<file path="config.mk">
export PLATFORM = sky130hd
export DESIGN_NAME = lcss_ram
export DESIGN_NICKNAME = d
export VERILOG_FILES = /design/src/hw/rtl/lcss_ram.sv
export SDC_FILE = /design/constraint.sdc
export NUM_CORES = 1
export LEC_CHECK = 0
export BUFFER_PORTS_ARGS = -buffer_cell sky130_fd_sc_hd__buf_2
export CAP_MARGIN = 30
export CORE_MARGIN = 4
export CORE_UTILIZATION = 55
export CTS_CLUSTER_SIZE = 40
export DETAILED_ROUTE_END_ITERATION = 16
export PLACE_DENSITY = 0.72
export SYNTH_ARGS = -nofsm -noshare
export SYNTH_HDL_FRONTEND = slang
export SYNTH_SLANG_ARGS = --single-unit
export TNS_END_PERCENT = 50
</file>
<file path="constraint.sdc">
create_clock -name clk_i -period 2.85 [get_ports clk_i]
set_input_delay 0.285 -clock clk_i [delete_from_list [all_inputs] [get_ports clk_i]]
set_output_delay 0.285 -clock clk_i [all_outputs]
set_load 0.005 [all_outputs]
</file>
<file path="src/hw/rtl/lcss_ram.sv">
// generic single write port ram with registered read
module lcss_ram #(
  parameter int WIDTH = 8,
  parameter int DEPTH = 32
) (
  input  logic                                 clk_i,
  input  logic                                 we_i,
  input  logic [(DEPTH > 1 ? $clog2(DEPTH) : 1)-1:0] waddr_i,
  input  logic [WIDTH-1:0]                     wdata_i,
  input  logic [(DEPTH > 1 ? $clog2(DEPTH) : 1)-1:0] raddr_i,
  output logic [WIDTH-1:0]                     rdata_o
);

  logic [WIDTH-1:0] mem_q [DEPTH];

  always_ff @(posedge clk_i) begin
    if (we_i) begin
      mem_q[waddr_i] <= wdata_i;
    end
    rdata_o <= mem_q[raddr_i];
  end

endmodule

</file>
==> PnR_summary.wiki <==
{| class="wikitable"
! Metric !! Value
|-
| Result of the run || complete, no violations
|-
| Port bufs || 27
|-
| Number of endpoints failing setup at the final stage || 0
|-
| Clk root buf || sky130_fd_sc_hd__clkbuf_16
|-
| Die width || 143 um
|-
| DRC viols || 0
|-
| Number of antenna violations at the first check in global routing || 0
|-
| Highest Clock Rate || 549 MHz
|-
| CP Launch Type || flip-flop
|-
| Data required time at the worst endpoint || 3.25 ns
|-
| Num rows || 49
|-
| Initial cell density of the core || 0.560
|-
| Sequential area share after synthesis || 0.781
|-
| Commonest cells after routing, fill and taps aside || sky130_fd_sc_hd__edfxtp_1 (256), sky130_fd_sc_hd__mux4_2 (80), sky130_fd_sc_hd__nor2_1 (33)
|-
| Layout fillers || 1182
|-
| Final Routed Wirelength || 19700 um
|-
| Maximum number of pins on one net before global-route repair || 65
|-
| Yosys warns || 0
|-
| Reported max-cap violation count || 0
|-
| Quantity of gates resized following cts || 0
|-
| Type of destination of the critical path || flip-flop
|-
| Area of the die || 20500 um^2
|-
| Relative slew slack || 0.401
|-
| TritonCTS buffer count || 26
|-
| Crit path arrival time || 2.22 ns
|-
| Average cell area after synthesis || 24.1 um^2
|-
| Core Box Area || 18000 um^2
|-
| Maximum clock insertion buffer count || 3
|-
| Most used flip-flop cell after synthesis || sky130_fd_sc_hd__edfxtp_1
|-
| Biggest cell delay along the critical path || 0.55 ns
|-
| Critical setup path kind || flip-flop to flip-flop
|-
| Area growth from synthesis to final layout || 13.0%
|-
| FFs w/ async S/R, synth || 0
|-
| Clock Latency Late Sink || 0.52 ns
|-
| Sum of overflow across all layers after global routing || 0
|-
| Clock skew || 0.0134 ns
|-
| GRT Overall Usage || 0.200
|-
| Unrepaired setup endpoints after global routing || false
|-
| Design Area, Final || 11400 um^2
|-
| Fraction of layout cells with a size suffix above 1 || 0.352
|-
| CTS clock-pin slew for the worst setup and hold paths || 0.06 ns
|-
| # Post-CTS Setup Buffers || 0
|-
| Highest-delay cell along the critical path || sky130_fd_sc_hd__mux4_2
|-
| Number of standard cells in the final layout excluding fillers || 712
|-
| Worst Hold Slack || 0.232 ns
|-
| Number of antenna-violating nets in the routed design || 0
|-
| Ports || 28
|-
| Final worst-path cycle share || 0.639
|-
| Setup TNS || 0 ns
|-
| Synthesized flop and latch total || 264
|-
| Commonest non-fill, non-tap cell in the layout || sky130_fd_sc_hd__edfxtp_1
|-
| Half-perimeter wire length after placement || 12100 um
|-
| Die Y || 143 um
|-
| Number of diodes added for antenna fixing || 0
|-
| Total via count after detailed routing || 4454
|-
| Period minus WS final || 1.82 ns
|-
| Largest vdd supply drop || 0.452 mV
|-
| Post-synthesis net count || 437
|-
| Register cell area after layout || 7850 um^2
|-
| Final Max Tran Viols || 0
|-
| Power consumption || 8.09 mW
|-
| Detailed Route Iter0 Violations || 597
|-
| Number of global-route vias before repair || 4574
|-
| Maximum fanout along the worst path || 1
|-
| Slew at the pin with the worst max-slew slack || 0.895 ns
|-
| Total area of multi-input combinational cells || 2100 um^2
|-
| Total Nets Final || 483
|-
| Detail-routed via count per cell || 6.26
|-
| Power density over cell area || 713 nW/um^2
|-
| GPL Wtd Cong || 0.766
|-
| Hold violation total from the final report || 0
|-
| Clock tree from TritonCTS || built
|-
| Number of unique standard cell types used by synthesis || 15
|-
| Clock tree sinks || 264
|-
| CP cell instances || mux4_2, mux4_2, mux2_2
|-
| H-tree depth || 1
|-
| Wire per inst || 27.6 um
|-
| EDFF count, synth || 256
|-
| Lkg Pwr || 3.57 nW
|-
| Class of the worst hold path || input port to flip-flop
|-
| Most Frequent Cell on Critical Path || sky130_fd_sc_hd__mux4_2
|-
| First-pass GRT wire length || 29800 um
|-
| Netlist Area Pre-Place || 10100 um^2
|-
| Synth Instances || 417
|-
| Placed Cells || 664
|-
| # hold bufs at CTS || 0
|-
| Placed cell area || 10500 um^2
|-
| First-pass DRT Iterations || 5
|}
-- cell type report --
type | instances | share of cell area
clock inverter | 7 | 0.00705
tap | 229 | 0.0252
sequential | 264 | 0.691
clock buffer | 41 | 0.0693
timing repair buffer | 38 | 0.0227
multi-input combinational | 133 | 0.185
-- kinds of logic after synthesis --
kind of cell / share of synthesized area
buffers and inverters: 0.0106
flip-flops: 0.781
multiplexers: 0.188
AND/OR/NAND/NOR: 0.0207
-- worst max-delay path: cells and delay by family (launching register included) --
family | cells | cell delay (ns)
mux | 3 | 1.32
flops | 1 | 0.39
-- path summary, 6_finish.rpt --
check	to	slack, ns	start	cells after the start
worst min register to register	rdata_o[1]	0.90	mem_q[31][1]	3
worst min-delay path	rdata_o[2]	0.23	raddr_i[3]	2
worst max-delay path	rdata_o[6]	1.03	mem_q[18][6]	3
worst max register to register	rdata_o[6]	1.03	mem_q[18][6]	3
-- per-stage QoR --
stage | util | worst slack (ns)
after floorplan | - | 0.763
after global placement | 0.584 | 0.550
after detailed placement | 0.584 | 0.527
after CTS | 0.632 | 1.01
after global routing | 0.632 | 0.991
final | 0.632 | 1.03
-- cells in the mapped netlist (2+ instances only) --
cell type | number | share of area
sky130_fd_sc_hd__edfxtp_1 | 256 | 0.76
sky130_fd_sc_hd__mux4_2 | 80 | 0.18
sky130_fd_sc_hd__nor2_1 | 33 | 0.012
sky130_fd_sc_hd__dfxtp_1 | 8 | 0.016
sky130_fd_sc_hd__mux2_2 | 8 | 0.0090
sky130_fd_sc_hd__buf_1 | 6 | 0.0022
sky130_fd_sc_hd__buf_4 | 6 | 0.0045
sky130_fd_sc_hd__clkbuf_1 | 6 | 0.0022
sky130_fd_sc_hd__nand3b_1 | 5 | 0.0037
sky130_fd_sc_hd__or3b_2 | 3 | 0.0026
sky130_fd_sc_hd__nand3_1 | 2 | 0.0010
-- layer usage --
layer | up-vias | global-route usage | wire, um
li1 | 1873 | - | -
met1 | 2348 | 0.318 | 8490
met2 | 210 | 0.308 | 9470
met3 | 23 | 0.0311 | 1440
met4 | 0 | 0.0335 | 256
met5 | - | 0 | 0
-- flip-flops by register name, summed over array words and instances (netlist names) --
signal	count
mem_q	256
rdata_o	8
-- where the power goes --
group	switching (mW)	leakage, nW	internal, mW
clock	1.36	0.425	1.99
sequential	0.0240	2.37	4.32
combinational	0.219	0.772	0.176
total	1.61	3.57	6.49
Power figures use the tool's default switching activity.
