## config.mk

```make
export PLATFORM = sky130hd
export DESIGN_NAME = lcss_row
export DESIGN_NICKNAME = d
export VERILOG_FILES = /design/src/hw/rtl/lcss_pkg.sv /design/src/hw/rtl/lcss_row.sv
export SDC_FILE = /design/constraint.sdc
export NUM_CORES = 1
export LEC_CHECK = 0
export ABC_AREA = 0
export BUFFER_PORTS_ARGS = -buffer_cell sky130_fd_sc_hd__clkbuf_2
export CAP_MARGIN = 20
export CORE_MARGIN = 1.5
export CORE_UTILIZATION = 35
export DETAILED_ROUTE_END_ITERATION = 7
export PLACE_DENSITY = 0.51
export SETUP_SLACK_MARGIN = 0.5
export SKIP_CTS_REPAIR_TIMING = 1
export SYNTH_ARGS = -nofsm -noshare
export SYNTH_HDL_FRONTEND = slang
export SYNTH_SLANG_ARGS = --single-unit
```

## constraint.sdc

```tcl
create_clock -name clk_i -period 5.25 [get_ports clk_i]
set_input_delay 0 -clock clk_i [delete_from_list [all_inputs] [get_ports clk_i]]
set_output_delay 0 -clock clk_i [all_outputs]
set_load 0.1 [all_outputs]
```

## src/hw/rtl/lcss_pkg.sv

```systemverilog
// shared types and codes for the trajectory lcss matcher
package lcss_pkg;

  localparam int COORD_W = 32;
  localparam int THR_W   = 31;
  localparam int LEN_W   = 6;
  localparam int IDX_W   = 5;

  localparam logic [1:0] ACT_APPEND_P = 2'd0;
  localparam logic [1:0] ACT_APPEND_Q = 2'd1;
  localparam logic [1:0] ACT_COMPUTE  = 2'd2;

  typedef enum logic [1:0] {
    DIR_DIAG = 2'd0,
    DIR_LEFT = 2'd1,
    DIR_UP   = 2'd2
  } lcss_dir_e;

  typedef enum logic [2:0] {
    ST_IDLE,
    ST_FILL,
    ST_DRAIN,
    ST_TB_ISSUE,
    ST_TB_EVAL
  } lcss_state_e;

  typedef struct packed {
    logic signed [COORD_W-1:0] y;
    logic signed [COORD_W-1:0] x;
  } lcss_point_t;

  typedef struct packed {
    logic [1:0]                action;
    logic signed [COORD_W-1:0] coord_x;
    logic signed [COORD_W-1:0] coord_y;
  } lcss_req_t;

  typedef struct packed {
    logic                      is_match;
    logic [LEN_W-1:0]          common_length;
    logic [IDX_W-1:0]          p_index;
    logic [IDX_W-1:0]          q_index;
    logic signed [COORD_W-1:0] p_x;
    logic signed [COORD_W-1:0] p_y;
    logic signed [COORD_W-1:0] q_x;
    logic signed [COORD_W-1:0] q_y;
    logic                      last;
  } lcss_res_t;

  // control travelling alongside a cell through the distance pipeline
  typedef struct packed {
    logic vld;
    logic bnd;
    logic fin;
  } lcss_ctl_t;

endpackage

```

## src/hw/rtl/lcss_row.sv

```systemverilog
// chain of row cells holding the previous table row and the cell recurrence
module lcss_row
  import lcss_pkg::*;
#(
  parameter int TD = 33,
  parameter int LW = 6
) (
  input  logic          clk_i,
  input  logic          shift_i,
  input  logic          bnd_i,
  input  logic          match_i,
  output logic [LW-1:0] len_o,
  output lcss_dir_e     dir_o
);

  // cell 0 is the left neighbour, cell TD-1 the one above, cell TD the diagonal
  logic [LW-1:0] cell_q [TD+1];
  logic [LW-1:0] left, up, diag;

  assign left = cell_q[0];
  assign up   = cell_q[TD-1];
  assign diag = cell_q[TD];

  always_comb begin
    if (bnd_i) begin
      len_o = '0;
      dir_o = DIR_UP;
    end else if (match_i) begin
      len_o = diag + 1'b1;
      dir_o = DIR_DIAG;
    end else if (left > up) begin
      len_o = left;
      dir_o = DIR_LEFT;
    end else begin
      len_o = up;
      dir_o = DIR_UP;
    end
  end

  always_ff @(posedge clk_i) begin
    if (shift_i) begin
      cell_q[0] <= len_o;
      for (int k = 1; k <= TD; k++) begin
        cell_q[k] <= cell_q[k-1];
      end
    end
  end

endmodule

```

==> results.md, run 1 <==
- RSZ-0062 raised after global routing: no
- Total negative setup slack: 0 ns
- Num CTS Buffers: 21
- Clock-pin transition on the worst setup and hold timing paths: 0.06 ns
- Area post-placement: between 0.006 and 0.007 mm²
- Final HPWL DP: 4.01 mm
- Synth top area cells: edfxtp_1 (93%), ha_1 (1.3%), mux2i_1 (0.61%)
- Clk_skew: about 0.0093 ns
- Final Hold Fails: 0
- Clock Path Buffers: 3
- CP peak stage delay: 0.53 ns
- Total Wirelength: 8.30 mm
- YS warnings: 0
- Total track usage: 8.92%
- Syn Nets: 271
- FILL cells: ~1600
- Die Width: 140 µm
- Maximum vdd ir drop: 0.225 mV
- GRT overflow: 0
- Crit path cell chain: ha_1 > nand4_1 > nor2_2 > nand2_1 > mux2_2 > o22ai_1 > clkbuf_2
- CP bufs+invs: 1
- Max reg flops: 204
- Met1 global-route usage: 15.2%
- Slew Limit Fails: 0
- Met3 Usage GRT: around 2.6%
- Post-Layout Inst Area: 0.00759 mm²
- Busiest grt layer: met1
- Starting Density: between 30 and 40%
- Synth async-reset ratio: 0%
- Die Area: 0.0196 mm²
- Vias in the first global route: 2431
- Sw Ratio: 20.0%
- Worst-Skew Late Latency: 0.49 ns
- Core Rows: about 50
- Syn Area/Cell: 25.2 µm²
- Largest net degree at the start of global routing: 88
- Seq/Total Area, Yosys: 93.4%
- Register area: around 0.0061 mm²
- Slew @ Worst Pin: 0.777 ns
- CTS tree: built
- Power density cells: 456 mW/mm²
- Initial DRC count: 174
- Endpoint type of the worst setup path: primary output
- Io pins: 12
- Diodes inserted: 0
- Net Sw Power: 0.692 mW
- Comb pwr share: between 3 and 4%
- LEAKAGE: 2.57 nW
- # port buffers: 11
- Worst Setup Start Kind: register
- Worst setup startpoint: cell_q[0][5]$_DFFE_PP_
- Pint: 2.77 mW
- Most frequent cells after synthesis: edfxtp_1 (204), ha_1 (7), inv_1 (7)
- Yosys top cell by area: edfxtp_1
- Clk pwr share: 40.5%
- Max cap viols: 0
- Critical path's slowest cell: clkbuf_2
- First-pass GRT wire length: 13.6 mm
- Synth top area share: 93.4%
- Biggest registers after layout: cell_q x204
- Most common cell in the netlist: edfxtp_1
- 1st-pass router iterations: 2
- Mapped Cells: 260
- CP delay by family, top: simple AND/OR/NAND/NOR gates
- Share of layout cells above drive strength 1: 14.4%
- Slew headroom: 48.2%
- Status: finished, final reports clean
- Mapped cell area: around 0.0066 mm²
- Reg-to-Reg Start: cell_q[0][5]$_DFFE_PP_
- Avg WL per Cell: 15.3 µm
- Met2 usage: roughly a tenth
- Number of synthesized flops with an enable pin: 204
- Hold_sp: shift_i
- Final min period: 2.92 ns
- Largest Register: cell_q
- Clock Sinks: 204
- Tightest Hold Check Type: input pin to register
- Vias: between 2000 and 2500
- # setup viols final: 0
- Initial antenna violation count: 0
- CTS H-Tree Depth: 1
- Multi-input logic area: ~400 µm²
- Crit Path Category: register to primary output
- GP Congestion: 0.732
- Yosys cell types: 28
- Root buf cell: clkbuf_16
- Critical Path RT: 5.25 ns
- Antenna Nets Post-Route: 0
- Post-route DRC: 0
- Die H: 140 µm
- Nets: 308
- Critical Path AT: 2.92 ns
- Tcrit/Tclk final: a little under three fifths
- Yosys reg bits: 204
- Post-DR vias/cell: between 4 and 5
- Synth Flop Type: edfxtp_1
- Fmax: 342 MHz
- Area Overhead vs Synth: 15.7%
- Worst Path Max Fanout: 6
- Core ar.: 0.0181 mm²
- Sequential fraction of design power: 55.8%
## cell usage in the layout (no fill, tap or decap), drive strengths merged
master,netlist,final
a41oi,1,1
inv,7,8
o22ai,5,5
nand2,3,3
bufinv,0,2
nor2b,2,2
dlygate4sd3,0,2
a21o,1,1
nor2,3,3
xnor2,1,1
a2111oi,1,1
a211o,1,1
a21oi,2,2
ha,7,7
clkinv,0,6
clkbuf,0,39
nand2b,1,1
buf,1,3
nand3,3,3
edfxtp,204,204
nand4,2,2
xor2,3,3
o21bai,2,2
mux2,1,1
a211oi,1,1
a311oi,1,1
or2,2,2
mux2i,4,4
a31oi,1,1
## logic make-up (layout without fill, tap and decap cells)
family,Yosys count,count (layout),share of synthesized area (%)
flops,204,204,93.4
compound gates,16,16,2.21
simple gates,16,16,1.28
buf+inv,8,60,0.458
fa+ha+maj,7,7,1.34
mux,5,5,0.782
xor+xnor,4,4,0.534
## per-layer routing
layer  part of all wire [%]  up-vias
met1                     55     1224
li1                       -     1118
met4                    3.3        0
met3                    4.2       27
met5                      0        -
met2                     37       34
## power by group through the flow
stage                     Combinational, mW  Sequential, mW  Clock, mW
after CTS                             0.127            1.93       1.44
after global placement                0.126            1.96          0
after floorplan                      0.0781            1.95          0
after detailed placement              0.127            1.96          0
after global routing                  0.138            1.94       1.50
final                                 0.127            1.93       1.40
## final timing paths
kind              depth (start not counted)                       to  slack, ns
setup / recovery                          7                 len_o[0]       2.33
hold / removal                            1  cell_q[10][5]$_DFFE_PP_       0.07
setup reg to reg                          7   cell_q[0][5]$_DFFE_PP_       2.60
hold reg to reg                           0   cell_q[8][0]$_DFFE_PP_       0.41
## stage by stage
| stage | power [mW] | util, % | hold slack [ns] | instances | setup WS (ns) |
|---|---|---|---|---|---|
| after detailed placement | 2.09 | 38.1 | 0.405 | 501 | 2.86 |
| after global placement | 2.09 | 38.1 | 0.401 | 501 | 2.87 |
| after floorplan | 2.03 | - | 0.112 | 260 | 1.38 |
| final | 3.46 | 41.8 | 0.0677 | 541 | 2.33 |
| after global routing | 3.58 | 41.8 | 0.104 | 541 | 2.14 |
| after CTS | 3.50 | 41.7 | -0.107 | 539 | 2.35 |
## layout make-up
class / count / share of cell area, %
timing repair buffer: 15 / 1.27
sequential: 204 / 80.7
clock inverter: 9 / 1.24
multi-input combinational: 48 / 5.31
clock buffer: 29 / 7.32
tap: 229 / 3.78
inverter: 7 / 0.346
No activity file was read; power rests on OpenSTA's default activity.
==> run 2, diff against run 1 <==
- ABC_AREA: 0 -> 1
- PLACE_DENSITY: 0.51 -> 0.53
- clock period: 5.25 -> 2.56 ns (I/O delays scaled with it)
==> results.md, run 2 <==
- Worst reg2reg path depth: 10
- Max reg flops: 204
- Synth Flop Type: edfxtp_1
- Most frequent cells after synthesis: edfxtp_1 (204), inv_1 (15), nand2_1 (11)
- CP bufs+invs: 2
- First-pass GRT wire length: 13.8 mm
- Die Width: 140 µm
- Biggest registers after layout: cell_q x204
- Clock-pin transition on the worst setup and hold timing paths: 0.07 ns
- Io pins: 12
- Worst Path Max Fanout: 3
- Power Total: 6.93 mW
- Share of layout cells above drive strength 1: 25.8%
- YS warnings: 0
- Most common cell in the netlist: edfxtp_1
- # port buffers: 11
- Clk_skew: 0.0195 ns
- Starting Density: about 36%
- Total track usage: 9.04%
- Avg WL per Cell: roughly 15 µm
- Area Overhead vs Synth: 20.7%
- Largest Register: cell_q
- RSZ-0062 raised after global routing: yes
- Total negative setup slack: 0 ns
- Yosys top cell by area: edfxtp_1
- Clock Path Buffers: 3
- Initial DRC count: 215
- Root buf cell: clkbuf_16
- Hold_sp: shift_i
- Num CTS Buffers: 20
- Max cap viols: 0
- Maximum vdd ir drop: 0.462 mV
- R2R Setup Slk: ~0.68 ns
- Crit path cell chain: ha_4 > nand2_4 > nor2_4 > nand2_2 > nand3_4 > nand2_4 > nand3_2 > nand3_2 > nand2_2 > clkinvlp_4 > buf_12
- Final HPWL DP: ~4.1 mm
- Hold Path Depth: 1
- Seq/Total Area, Yosys: 93.2%
- CP delay by family, top: simple AND/OR/NAND/NOR gates
- Synth top area share: between 90% and 100%
- Worst Setup Start Kind: register
- Most common cell after layout, fill and taps aside: edfxtp_1
- Synth async-reset ratio: 0%
- Critical path's slowest cell: edfxtp_1
- GRT overflow: 0
- Commonest non-fill, non-tap cells in the layout: edfxtp_1 (204), clkbuf_16 (20), inv_1 (12), buf_4 (11), buf_12 (9)
- Power density cells: 873 mW/mm²
- Yosys reg bits: about 200
- Clock Sinks: 204
- Slew headroom: 61.7%
- Slew Limit Fails: 0
- Diodes inserted: 0
- Number of synthesized flops with an enable pin: 204
- Syn Nets: 289
- Crit Path Category: register to primary output
- Synth top area cells: edfxtp_1 (93%), ha_1 (1.3%), inv_1 (0.86%)
- CTS H-Tree Depth: 1
- Final min period: around 2.3 ns
- Slew @ Worst Pin: 0.575 ns
- Mapped Cells: 278
- Fin worst setup slack: 0.277 ns
- Die H: 140 µm
- Fmax: 438 MHz
- CP peak stage delay: 0.45 ns
- Critical Path RT: 2.56 ns
- Core ar.: roughly 0.018 mm²
- Mapped cell area: 0.00657 mm²
- Nets: 337
- Antenna Nets Post-Route: 0
- Critical Path Stages: 11
- Tcrit/Tclk final: 89.2%
- Yosys cell types: 22
- DP Worst Slack: 0.515 ns
- Syn Area/Cell: about 24 µm²
- Total Wirelength: 8.52 mm
- Critical Path AT: 2.28 ns
- Worst-Skew Late Latency: a little under 0.5 ns
- Post-route DRC: 0
- Status: finished, final reports clean
- Reg-to-Reg Start: cell_q[0][5]$_DFFE_PP_
- LEAKAGE: ~2.7 nW
- # setup viols final: 0
- CTS tree: built
- Largest net degree at the start of global routing: 74
- Vias: 2521
- Post-DR vias/cell: 4.45
- Endpoint type of the worst setup path: primary output
- Final Hold Fails: 0
- Core Rows: 49
- Tightest Hold Check Type: input pin to register
- Vias in the first global route: 2453
- Die Area: 0.0196 mm²
- GP Congestion: 0.737
- Worst reg2reg endpoint: cell_q[0][0]$_DFFE_PP_
- 1st-pass router iterations: 4
- Initial antenna violation count: 0
- Hold endpoint: cell_q[3][2]$_DFFE_PP_
## run 2: changes by cell type after synthesis, sizes merged, moves of 4 or more
cell | previous run | this run
nand2 | 3 | 15
o21ai | 0 | 9
inv | 7 | 15
nor2 | 3 | 11
o22ai | 5 | 0
mux2i | 4 | 0
## run 2: worst register-to-register path: cells and delay by family, from the launching register on
kind                       cells  cell delay, ns
and+or+nand+nor                8            0.73
DFF                            1            0.45
adders and majority gates      1            0.31
buffers and inverters          1            0.13
## run 2: power breakdown
group          internal, mW  total [mW]  switching (mW)
Combinational         0.127       0.386           0.259
Sequential             3.90        3.96          0.0633
Clock                  1.44        2.58            1.14
Total                  5.46        6.93            1.46
## run 2: logic make-up (layout without fill, tap and decap cells)
logic type      Yosys count  after routing  synth area share [%]
xor+xnor                  1              1                 0.133
buf+inv                  15             74                 0.856
flops                   204            204                  93.2
compound gates           13             13                  1.16
fa+ha+maj                 7              7                  1.33
simple gates             38             38                  3.33
## run 2: layout make-up
type / count / area [µm²]
inverter: 15 / 60.1
multi-input combinational: 59 / 576
clock buffer: 25 / 519
sequential: 204 / 6130
fill: 1520 / 10300
tap: 229 / 287
clock inverter: 8 / 52.6
timing repair buffer: 26 / 318
## run 2: through the flow
step	cell area (µm²)	hold WS, ns	utilization [%]	cells
final	7940	0.110	43.6	566
after floorplan	6620	0.112	-	278
after CTS	7580	-0.0503	41.6	553
after global placement	7010	0.401	38.5	520
after global routing	7940	0.142	43.6	566
after detailed placement	7010	0.405	38.5	520
## run 2: worst max-delay path by stage
stage / startpoint / to / slack (ns)
2_1_floorplan: cell_q[32][3]$_DFFE_PP_ / dir_o[0] / 0.15
3_5_place_dp: cell_q[0][5]$_DFFE_PP_ / len_o[1] / 0.52
3_3_place_gp: cell_q[0][5]$_DFFE_PP_ / len_o[1] / 0.55
5_1_grt: cell_q[32][2]$_DFFE_PP_ / dir_o[0] / 0.20
4_1_cts: cell_q[0][5]$_DFFE_PP_ / len_o[1] / -0.04
6_report: cell_q[0][5]$_DFFE_PP_ / len_o[0] / 0.28
## run 2: per-layer routing
layer / vias up / part of all wire [%] / GRT usage (%)
met2: 41 / 41 / 11.2
met4: 0 / 1.6 / 2.33
met1: 1291 / 53 / 15.0
met5: - / 0 / 0
met3: 14 / 5.0 / 2.80
li1: 1175 / - / -
==> run 3, diff against run 2 <==
==> constraint.sdc (replaced) <==
create_clock -name clk_i -period 2.56 [get_ports clk_i]
set_input_delay 0 -clock clk_i [delete_from_list [all_inputs] [get_ports clk_i]]
set_output_delay 0 -clock clk_i [all_outputs]
set_load 0.01 [all_outputs]
==> results.md, run 3 (synthesis results as in run 2) <==
- Most common cell after layout, fill and taps aside: edfxtp_1
- FILL cells: 1537
- Tcrit/Tclk final: 86.8%
- Worst reg2reg path depth: 10
- RSZ-0062 raised after global routing: yes
- M1 WL: between 4 and 5 mm
- CTS tree: built
- Largest Register: cell_q
- Critical Path RT: 2.56 ns
- Post-route insts no fill: 566
- Die Area: 0.0196 mm²
- GRT overflow: 0
- Share of layout cells above drive strength 1: ~25%
- Io pins: 12
- Largest net degree at the start of global routing: 87
- Top Metal Used: met4
- Multi-input logic area: 528 µm²
- Biggest registers after layout: cell_q x204
- Critical Path AT: 2.22 ns
- Nets: 336
- Worst Path Max Fanout: 6
- Die H: between 100 and 150 µm
- Initial DRC count: 267
- Power Total: 6.91 mW
- Max reg flops: 204
- # setup viols final: 0
- First-pass GRT wire length: around 14 mm
- Net Sw Power: 1.38 mW
- LEAKAGE: 2.69 nW
- Avg WL per Cell: 15.8 µm
- Core ar.: 0.0182 mm²
- GP Congestion: 0.746
- Max cap viols: 0
- Area Overhead vs Synth: 18.8%
- Initial antenna violation count: 0
- Vias in the first global route: 2426
- Pint: 5.53 mW
- Starting Density: 36.1%
- Tightest Hold Check Type: input pin to register
- Crit Path Category: register to primary output
- Commonest non-fill, non-tap cells in the layout: edfxtp_1 (204), clkbuf_16 (20), buf_4 (15), inv_1 (12), nand2_1 (8)
- Total negative setup slack: 0 ns
- Root buf cell: clkbuf_16
- Cells after DPL: 522
- Sw Ratio: about 20%
- Final HPWL DP: 4.28 mm
- Worst reg2reg endpoint: cell_q[0][1]$_DFFE_PP_
- Fmax: 450 MHz
- Clock-pin transition on the worst setup and hold timing paths: approximately 0.060 ns
- Total track usage: under 10%
- Clock Path Buffers: 3
- Sequential fraction of design power: 57.3%
- Clk_skew: between 0.015 and 0.02 ns
- R2R Setup Slk: about 0.66 ns
- Clock Sinks: 204
- 1st-pass router iterations: 4
- Slew headroom: 51.2%
- CTS H-Tree Depth: 1
- Register area: 0.00613 mm²
- Power density cells: 886 mW/mm²
- Maximum vdd ir drop: 0.467 mV
- Status: finished, final reports clean
- Metal3 WL: between 400 and 500 µm
- Final min period: 2.22 ns
- Die Width: 140 µm
- Endpoint type of the worst setup path: primary output
- Vias: about 2500
- Antenna Nets Post-Route: 0
- Post-DR vias/cell: 4.45
- Routed wl met2: 3.74 mm
- Reg-to-Reg Start: cell_q[32][1]$_DFFE_PP_
- Diodes inserted: 0
- Core Rows: between 40 and 50
- Slew Limit Fails: 0
- Num CTS Buffers: 20
- Slew @ Worst Pin: 0.732 ns
- Final Hold Fails: 0
- Worst-Skew Late Latency: between 0.4 and 0.5 ns
- Hold_ws: ~0.0031 ns
- Total Wirelength: a little under 9 mm
- # port buffers: 11
- Hold Path Depth: 4
- Hold_sp: match_i
- Worst Setup Start Kind: register
- Comb pwr share: 3.7%
- Hold endpoint: cell_q[0][2]$_DFFE_PP_
- Clk pwr share: between 30% and 40%
- Layout Utilization: a little over two fifths
- Post-route DRC: 0
-- run 3: layout make-up --
class	count	area share [%]
Clock buffer	25	6.65
Clock inverter	9	0.994
Inverter	15	0.721
Multi-Input combinational cell	59	6.76
Sequential cell	204	78.5
Tap cell	229	3.67
Timing Repair Buffer	25	2.74
-- run 3: power groups by stage --
stage	clock network (mW)	logic, mW	registers (mW)
after global routing	2.92	0.282	3.98
after CTS	2.79	0.191	3.96
after global placement	0	0.185	4.03
after floorplan	0	0.0813	4.00
final	2.69	0.259	3.96
after detailed placement	0	0.191	4.03
-- run 3: routing by layer --
metal,GRT usage (%),vias to the layer above
met5,0,-
met4,3.05,0
met3,3.04,22
met2,11.5,33
met1,14.7,1292
li1,-,1169
-- run 3: metrics by stage --
| step | instance area, µm² | setup slack (ns) |
|---|---|---|
| after floorplan | 6570 | 0.888 |
| after global routing | 7810 | 0.233 |
| after detailed placement | 6980 | 0.779 |
| after CTS | 7580 | 0.308 |
| final | 7810 | 0.338 |
| after global placement | 6980 | 0.810 |
-- run 3: worst max path at each step --
stage / from / to / slack, ns / depth (start not counted)
floorplan: cell_q[0][5]$_DFFE_PP_ / cell_q[0][4]$_DFFE_PP_ / 0.89 / 7
detailed placement: cell_q[0][3]$_DFFE_PP_ / cell_q[0][2]$_DFFE_PP_ / 0.78 / 8
global placement: cell_q[32][3]$_DFFE_PP_ / cell_q[0][2]$_DFFE_PP_ / 0.81 / 9
CTS: cell_q[0][5]$_DFFE_PP_ / len_o[1] / 0.31 / 7
finish: cell_q[32][1]$_DFFE_PP_ / len_o[1] / 0.34 / 11
global route: cell_q[32][1]$_DFFE_PP_ / len_o[1] / 0.23 / 11
-- run 3: critical path, cell delays in order (launching register included) --
cell,delay [ns]
edfxtp_1,0.49
inv_2,0.08
ha_4,0.28
nand2_2,0.06
nand2_2,0.07
nand2_2,0.07
nand3_4,0.09
nand2_4,0.08
nand2_8,0.09
nor2_4,0.04
nor3_2,0.22
buf_4,0.17
